**config.mk**
```make
export PLATFORM = sky130hd
export DESIGN_NAME = non_restoring_unsigned_divider_flat
export DESIGN_NICKNAME = d
export VERILOG_FILES = /design/src/sv/nrd_pkg.sv /design/src/sv/nrd_if.sv /design/src/sv/nrd_cell.sv /design/src/sv/nrd_fix.sv /design/src/sv/non_restoring_unsigned_divider.sv /design/src/flat_wrapper.sv
export SDC_FILE = /design/constraint.sdc
export NUM_CORES = 1
export LEC_CHECK = 0
export BUFFER_PORTS_ARGS = -buffer_cell sky130_fd_sc_hd__buf_2
export CORE_AREA = 10 10 215 177
export DETAILED_ROUTE_END_ITERATION = 10
export DIE_AREA = 0 0 225 187
export SLEW_MARGIN = 20
export SYNTH_ARGS = -nofsm -noshare
export SYNTH_HDL_FRONTEND = slang
export SYNTH_HIERARCHICAL = 1
export SYNTH_SLANG_ARGS = --single-unit
```
**constraint.sdc**
```tcl
create_clock -name clk -period 5 [get_ports clk]
set_input_delay 1.25 -clock clk [delete_from_list [all_inputs] [get_ports clk]]
set_output_delay 1.25 -clock clk [all_outputs]
set_load 0.005 [all_outputs]
```
**src/sv/nrd_pkg.sv**
```systemverilog
// Package for the non-restoring unsigned divider.
// Holds the operand width, the channel item types and the per-cell state type.
// No dependencies.
`default_nettype none

package nrd_pkg;

  localparam int DIV_WIDTH = 8;
  localparam int ACC_WIDTH = DIV_WIDTH + 1;

  typedef struct packed {
    logic [DIV_WIDTH-1:0] dividend_value;
    logic [DIV_WIDTH-1:0] divisor_value;
  } req_t;

  typedef struct packed {
    logic [DIV_WIDTH-1:0] quotient_value;
    logic [DIV_WIDTH-1:0] remainder_value;
  } rsp_t;

  // partial state carried from cell to cell
  typedef struct packed {
    logic [ACC_WIDTH-1:0] acc;
    logic [DIV_WIDTH-1:0] quo;
    logic [DIV_WIDTH-1:0] dvs;
  } stage_t;

endpackage

`default_nettype wire

```
**src/sv/nrd_if.sv**
```systemverilog
// Valid/ready channel interfaces for the divider request and response items.
// Depends on nrd_pkg.
`default_nettype none

interface nrd_req_if;
  import nrd_pkg::*;

  logic valid;
  logic ready;
  req_t data;

  modport source (output valid, output data, input ready);
  modport sink (input valid, input data, output ready);
endinterface

interface nrd_rsp_if;
  import nrd_pkg::*;

  logic valid;
  logic ready;
  rsp_t data;

  modport source (output valid, output data, input ready);
  modport sink (input valid, input data, output ready);
endinterface

`default_nettype wire

```
**src/sv/nrd_cell.sv**
```systemverilog
// One non-restoring division step: shift, add or subtract, registered.
// Depends on nrd_pkg.
`default_nettype none

module nrd_cell (
  input  logic            clk,
  input  logic            rst,
  input  logic            up_valid,
  input  nrd_pkg::stage_t up_data,
  output logic            up_ready,
  output logic            dn_valid,
  output nrd_pkg::stage_t dn_data,
  input  logic            dn_ready
);
  import nrd_pkg::*;

  logic                 valid;
  stage_t               data;
  stage_t               data_next;
  logic [ACC_WIDTH-1:0] shifted;
  logic [ACC_WIDTH-1:0] dvs_ext;
  logic [ACC_WIDTH-1:0] sum;

  assign shifted = {up_data.acc[DIV_WIDTH-1:0], up_data.quo[DIV_WIDTH-1]};
  assign dvs_ext = {1'b0, up_data.dvs};
  assign sum     = up_data.acc[DIV_WIDTH] ? shifted + dvs_ext : shifted - dvs_ext;

  always_comb begin
    data_next.acc = sum;
    data_next.quo = {up_data.quo[DIV_WIDTH-2:0], ~sum[DIV_WIDTH]};
    data_next.dvs = up_data.dvs;
  end

  assign up_ready = !valid || dn_ready;

  always_ff @(posedge clk) begin
    if (rst) begin
      valid <= 1'b0;
    end else if (up_ready) begin
      valid <= up_valid;
    end
  end

  always_ff @(posedge clk) begin
    if (up_ready && up_valid) begin
      data <= data_next;
    end
  end

  assign dn_valid = valid;
  assign dn_data  = data;

endmodule

`default_nettype wire

```
**src/sv/nrd_fix.sv**
```systemverilog
// Output stage: adds the divisor back to a negative remainder and holds the
// result item until taken. Depends on nrd_pkg and nrd_rsp_if.
`default_nettype none

module nrd_fix (
  input  logic              clk,
  input  logic              rst,
  input  logic              up_valid,
  input  nrd_pkg::stage_t   up_data,
  output logic              up_ready,
  nrd_rsp_if.source         rsp
);
  import nrd_pkg::*;

  logic                 valid;
  rsp_t                 data;
  logic [ACC_WIDTH-1:0] rem;

  assign rem = up_data.acc[DIV_WIDTH] ? up_data.acc + {1'b0, up_data.dvs} : up_data.acc;

  assign up_ready = !valid || rsp.ready;

  always_ff @(posedge clk) begin
    if (rst) begin
      valid <= 1'b0;
    end else if (up_ready) begin
      valid <= up_valid;
    end
  end

  always_ff @(posedge clk) begin
    if (up_ready && up_valid) begin
      data.quotient_value  <= up_data.quo;
      data.remainder_value <= rem[DIV_WIDTH-1:0];
    end
  end

  assign rsp.valid = valid;
  assign rsp.data  = data;

endmodule

`default_nettype wire

```
**src/sv/non_restoring_unsigned_divider.sv**
```systemverilog
// Top level of the non-restoring unsigned divider: a row of step cells and
// an output stage. Depends on nrd_pkg, nrd_if, nrd_cell and nrd_fix.
//
// Usage:
//   req carries one division (dividend_value, divisor_value) per item;
//   rsp returns quotient_value and remainder_value, one item per request,
//   in request order. A zero divisor gives an all-ones quotient and the
//   dividend as remainder.
//   There is one cell per quotient bit, then the remainder correction in
//   the output register. Throughput is one item per cycle while rsp does
//   not stall; every cell holds its own item.
//   When rsp stalls, items close up behind the output register and req.ready
//   drops only once every cell holds an item.
//   Synchronous reset empties all cells and the output register; no result
//   is pending after reset.
`default_nettype none

module non_restoring_unsigned_divider (
  input  logic       clk,
  input  logic       rst,
  nrd_req_if.sink    req,
  nrd_rsp_if.source  rsp
);
  import nrd_pkg::*;

  logic   vld [DIV_WIDTH+1];
  logic   rdy [DIV_WIDTH+1];
  stage_t stg [DIV_WIDTH+1];
  logic   all_full;

  always_comb begin
    stg[0].acc = '0;
    stg[0].quo = req.data.dividend_value;
    stg[0].dvs = req.data.divisor_value;
  end
  assign vld[0]    = req.valid;
  assign req.ready = rdy[0];

  for (genvar i = 0; i < DIV_WIDTH; i++) begin : g_cell
    nrd_cell u_cell (
      .clk      (clk),
      .rst      (rst),
      .up_valid (vld[i]),
      .up_data  (stg[i]),
      .up_ready (rdy[i]),
      .dn_valid (vld[i+1]),
      .dn_data  (stg[i+1]),
      .dn_ready (rdy[i+1])
    );
  end

  nrd_fix u_fix (
    .clk      (clk),
    .rst      (rst),
    .up_valid (vld[DIV_WIDTH]),
    .up_data  (stg[DIV_WIDTH]),
    .up_ready (rdy[DIV_WIDTH]),
    .rsp      (rsp)
  );

  always_comb begin
    all_full = rsp.valid;
    for (int k = 1; k <= DIV_WIDTH; k++) begin
      all_full = all_full && vld[k];
    end
  end

`ifndef SYNTHESIS
  a_zero_divisor: assert property (@(posedge clk) disable iff (rst)
    vld[DIV_WIDTH] && stg[DIV_WIDTH].dvs == '0 |->
      (&stg[DIV_WIDTH].quo) && !stg[DIV_WIDTH].acc[DIV_WIDTH])
    else $error("zero divisor did not give all-ones quotient");

  a_rem_range: assert property (@(posedge clk) disable iff (rst)
    vld[DIV_WIDTH] && !stg[DIV_WIDTH].acc[DIV_WIDTH] && stg[DIV_WIDTH].dvs != '0 |->
      stg[DIV_WIDTH].acc < {1'b0, stg[DIV_WIDTH].dvs})
    else $error("positive partial remainder not below divisor");

  a_stall_full: assert property (@(posedge clk) disable iff (rst)
    !req.ready |-> all_full && !rsp.ready)
    else $error("request stalled while a cell is empty");

  a_fill: assert property (@(posedge clk) disable iff (rst)
    req.valid && req.ready |=> vld[1])
    else $error("accepted item missing from first cell");
`endif

endmodule

`default_nettype wire

```
**src/flat_wrapper.sv**
```systemverilog
// flat-port wrapper written by rule: the top's interface ports become plain ports
module non_restoring_unsigned_divider_flat import nrd_pkg::*;
  (clk, rst, req_valid, req_data, req_ready, rsp_valid, rsp_data, rsp_ready);
  nrd_req_if req_i ();
  nrd_rsp_if rsp_i ();
  input  logic clk;
  input  logic rst;
  input wire logic [$bits(req_i.valid)-1:0] req_valid;
  input wire logic [$bits(req_i.data)-1:0] req_data;
  output wire logic [$bits(req_i.ready)-1:0] req_ready;
  output wire logic [$bits(rsp_i.valid)-1:0] rsp_valid;
  output wire logic [$bits(rsp_i.data)-1:0] rsp_data;
  input wire logic [$bits(rsp_i.ready)-1:0] rsp_ready;
  assign req_i.valid = req_valid;
  assign req_i.data = req_data;
  assign req_ready = req_i.ready;
  assign rsp_valid = rsp_i.valid;
  assign rsp_data = rsp_i.data;
  assign rsp_i.ready = rsp_ready;
  non_restoring_unsigned_divider u_core (.clk(clk), .rst(rst), .req(req_i), .rsp(rsp_i));
endmodule
```
---- After elaboration in Yosys (flattened, before gate mapping) ----
Index checks and enable logic that the tools add are counted.
storage, ports and cells
  flip-flop bits (word level) ............. 225
  latch bits .............................. 0
  bits in writable memories ............... 0
  bits in read-only memories .............. 0
  bits of input ports ..................... 20
  output and inout port bits .............. 18
  logic and storage cells ................. 94
  memories ................................ 0
operators by class
  $add $sub $neg .......................... 16
  multipliers ............................. 0
  divide/modulo/power cells ............... 0
  order comparisons ....................... 0
  eq/ne operators ......................... 0
  shift operators ......................... 0
  multiplexer cells ....................... 8
  bitwise logic cells ..................... 8
  reduce and logical (&&, ||, !) cells .... 27
operators by type and width
  cell                                         number
  9-bit by 8-bit adder with 9-bit output       7
  9-bit two-way mux                            7
  9-bit by 8-bit subtractor with 9-bit output  7
  1-bit logical AND                            9
  1-bit logical NOT                            9
  1-bit logical OR                             9
  1-bit by 8-bit subtractor with 9-bit output  1
  8-bit adder                                  1
  8-bit two-way mux                            1
  1-bit inverter                               8

---- Depth between registers and ports, before layout ----
  word-level depth ........................ 11
  gate-level depth with buffers ........... 10
  depth with buffers taken out ............ 10

---- Cells and area by module ----
Netlist, hierarchy kept.
modules (own cells, without submodules)
  module                                   times used  cells an instance  area an instance (um^2)  sequential area each (um^2)
  nrd_cell at u_core.g_cell[0].u_cell ...  4           103                1336.3                   770.7
  nrd_cell at u_core.g_cell[2].u_cell ...  3           101                1330.0                   770.7
  nrd_cell at u_core.g_cell[7].u_cell      1           103                1330.0                   770.7
  nrd_fix                                  1           79                 965.9                    500.5
  non_restoring_unsigned_divider           1           1                  3.8                      0.0

---- Worst setup path before layout ----
Ideal clock, no wire load.
  path kind ............................... input -> output
  start ................................... input port rsp_ready
  end ..................................... output port req_ready
  arrival time ............................ 2637 ps
  required time ........................... 3750 ps
  setup slack ............................. 1113 ps
  stages on the path ...................... 9
  path buffers ............................ 0
  cells stage by stage .................... nand2b_1 > nand2b_1 > nand2b_1 > nand2b_1 > nand2b_1 > nand2b_1 > nand2b_1 > nand2b_1 > nand2b_1
RTL lines
  what             line                text
  start, declared  flat_wrapper.sv:13  input wire logic [$bits(rsp_i.ready)-1:0] rsp_ready;
  end, declared    flat_wrapper.sv:10  output wire logic [$bits(req_i.ready)-1:0] req_ready;

==> impl_metrics.tcl <==
set metrics [dict create \
    async_flop_share_pct 0 \
    drt_first_pass_iters 4 \
    r2r-start "u_core/g_cell[2].u_cell/dn_data[2]" \
    post_cts_buffers 0 \
    grt_max_degree 26 \
    crit_slowest_cell "nand2b_1" \
    yosysSeqAreaShare_pct 57.3 \
    numCtsBuffers 24 \
    grt_pass1_vias 6788 \
    clock-root-buffer "clkbuf_16" \
    cts_hold_buf 0 \
    status "finished clean" \
    p_per_area_nw_per_um2 358 \
    die_y_um 187 \
    synth_edf_count 216 \
    finalCritPeriodShare_pct 85.7 \
    r2r_slack_ns 2.24 \
    num_vias 6788 \
    dieWidth_um 225 \
    relSlewSlack_pct 34.1 \
    place.gp.congestion 0.805 \
    cpPeakStageDelay_ns 0.18 \
    cp.required_ns 3.75 \
    layout_common_cells "edfxtp_1, ha_1, inv_1, a21oi_1, nor2_1" \
    num_rows 61 \
    overflow 0 \
    cp-end-kind "primary output" \
    maxSlewViolCount 0 \
    dp.cells 1378 \
    clock_skew_ns 0.0140 \
    yosysWarnings 6 \
    netlist_area_um2 11600 \
    clock.fmax_mhz 233 \
    p_total_w 0.00470 \
    clock_latency_ns 0.52 \
    numPortBuffers 37 \
    drt_wl_total_um 20200 \
    ys_types 52 \
    synthCells 898 \
    syn_to_final_growth_pct 12.8 \
    path_max_fanout 3 \
    path_common_cell "nand2b_1" \
    drc 0 \
    synth-seq-cells 225 \
    period_needed_ns 4.28 \
    worstReg2RegEnd "u_core/g_cell[3].u_cell/dn_data[8]" \
    first_iter_violations 253 \
    clk_pin_slew_ns 0.07 \
    cts.sinks 225 \
    total_leakage_power_nw 4.80 \
    antenna_left 0 \
    final-hold-violation-count 0 \
    final_nets 1071 \
    via_per_inst 4.78 \
    p_switching_w 0.00118 \
    core_region_area_um2 34000 \
    fin_setup_tns_ns 0 \
    intPower_w 0.00352 \
    worst_slew_pin_slew_ns 0.989 \
    hpwl_um 14900 \
    clock_path_buffers 3 \
    drv_cap 0 \
    routedWlPerCell_um 14.2 \
    track_usage_pct 9.56 \
    hold_depth 0 \
    finalNonFillerCells 1421 \
    swShare_pct 25.0 \
    postSynthAreaPerCell_um2 13.0 \
    initial_utilization_pct 34.3 \
    antenna_found_initial 0 \
    cts_tree "yes" \
    crit_type "in -> out" \
    pin_count 38 \
    ctsResizeCount 0 \
    rsz0062_at_grt "no" \
    finalSetupViolCount 0 \
    fillCellCount 3208 \
    comb_power_share_pct 16.7 \
    power_frac_clock_pct 35.6 \
    grt_pass1_wl_um 33700 \
    hold_class "reg -> reg" \
    critPathLaunch "rsp_ready" \
    post-route-util_pct 38.6 \
    layout_commonest_cell "edfxtp_1" \
    h-tree-depth 1 \
    crit_end "req_ready" \
    drive_above_1_share_pct 12.1 \
    reg2reg_depth 9 \
    start_kind "primary input" \
    cp.arrival_ns 3.03 \
    n_antenna_cell 0 \
    die_area_um2 42100 \
    path_cells "buf_2, nand2b_1, nand2b_1, nand2b_1, nand2b_1, nand2b_1, nand2b_1, nand2b_1, nand2b_1, nand2b_1, buf_2" \
    ys.flop_type "edfxtp_1" \
    min_from "u_core/g_cell[0].u_cell/dn_data[14]" \
    ir_worst_vdd_uv 232 \
    seqPwrFrac_pct 47.7 \
]
-- routing by layer --
metal | global-route usage (%) | wire length, µm | vias up | part of all wire (%)
li1 | - | - | 3449 | -
met1 | 12.1 | 9470 | 3238 | 47
met2 | 16.3 | 9730 | 69 | 48
met3 | 2.08 | 635 | 32 | 3.1
met4 | 2.30 | 342 | 0 | 1.7
met5 | 0 | 0 | - | 0
-- Yosys cell counts (5+ instances only) --
| master | n | area share, % |
|---|---|---|
| edfxtp_1 | 216 | 56 |
| ha_1 | 79 | 8.5 |
| inv_1 | 75 | 2.4 |
| a21oi_1 | 72 | 3.1 |
| nor2_1 | 63 | 2.0 |
| xnor2_1 | 52 | 3.9 |
| xor2_1 | 52 | 3.9 |
| o21ai_0 | 34 | 1.5 |
| nor3_1 | 25 | 1.1 |
| nand2_1 | 16 | 0.52 |
| nor4_1 | 13 | 0.70 |
| o21a_1 | 12 | 0.77 |
| o31a_1 | 12 | 0.90 |
| a21o_1 | 11 | 0.71 |
| a211oi_1 | 10 | 0.65 |
| mux2_2 | 10 | 0.97 |
| nand2b_1 | 10 | 0.54 |
| o21bai_1 | 10 | 0.65 |
| and2_1 | 9 | 0.48 |
| dfxtp_1 | 9 | 1.5 |
| fa_1 | 9 | 1.5 |
| clkbuf_1 | 8 | 0.26 |
| nor2b_1 | 8 | 0.43 |
| o21ai_1 | 8 | 0.34 |
| or4_1 | 6 | 0.39 |
| nand3_1 | 5 | 0.22 |
| nor2b_4 | 5 | 0.59 |
| nor4b_1 | 5 | 0.38 |
| nor4b_2 | 5 | 0.65 |
| o22ai_2 | 5 | 0.54 |
-- cell families after synthesis --
group,Yosys count,share of synthesized area (%)
other cells,1,0.0322
mux,15,1.44
simple gates,179,9.01
flops,225,57.3
compound gates,199,11.2
xor+xnor,107,8.25
fa+ha+maj,88,10.0
buf+inv,84,2.77
-- power groups by stage --
stage,Clock [W],Combinational [W],Sequential [W]
after floorplan,0,0.000653,0.00226
after global placement,0,0.000772,0.00229
after detailed placement,0,0.000783,0.00229
after CTS,0.00174,0.000788,0.00225
after global routing,0.00181,0.000888,0.00225
final,0.00167,0.000785,0.00224
-- stage by stage --
stage	instance area [µm²]	hold slack [ns]	setup WS [ns]
6_report	13100	0.409	0.716
5_1_grt	13100	0.424	0.524
4_1_cts	13100	0.413	0.704
3_5_place_dp	12400	0.405	0.739
3_3_place_gp	12400	0.402	0.714
2_1_floorplan	11700	0.400	1.11
-- final cells by class --
type,count,area [µm²],share of cell area [%]
Sequential cell,225,6670,50.8
Multi-Input combinational cell,598,4690,35.7
Clock buffer,28,637,4.85
Tap cell,441,552,4.21
Inverter,75,282,2.15
Timing Repair Buffer,39,200,1.53
Clock inverter,15,98.8,0.753
-- state kept, by name, summed over array words and instances, names as in the netlist --
| name | cells |
|---|---|
| u_core/g_cell.u_cell/dn_valid | 8 |
| u_core/u_fix/rsp.data | 16 |
| u_core/u_fix/rsp.valid | 1 |
| u_core/g_cell.u_cell/dn_data | 200 |
-- critical path, delay by kind of cell --
kind,cells,cell delay (ns)
buffers and inverters,2,0.23
AND/OR/NAND/NOR,9,1.55
-- worst min path at each step --
stage / slack [ns] / endpoint
floorplan: 0.40 / u_core/g_cell[1].u_cell/dn_data[10]
global placement: 0.40 / u_core/g_cell[1].u_cell/dn_data[15]
detailed placement: 0.40 / u_core/g_cell[4].u_cell/dn_data[15]
CTS: 0.41 / u_core/g_cell[1].u_cell/dn_data[15]
global route: 0.42 / u_core/g_cell[7].u_cell/dn_data[9]
finish: 0.41 / u_core/g_cell[1].u_cell/dn_data[15]
Note: power is estimated with default switching activity, not from simulation.
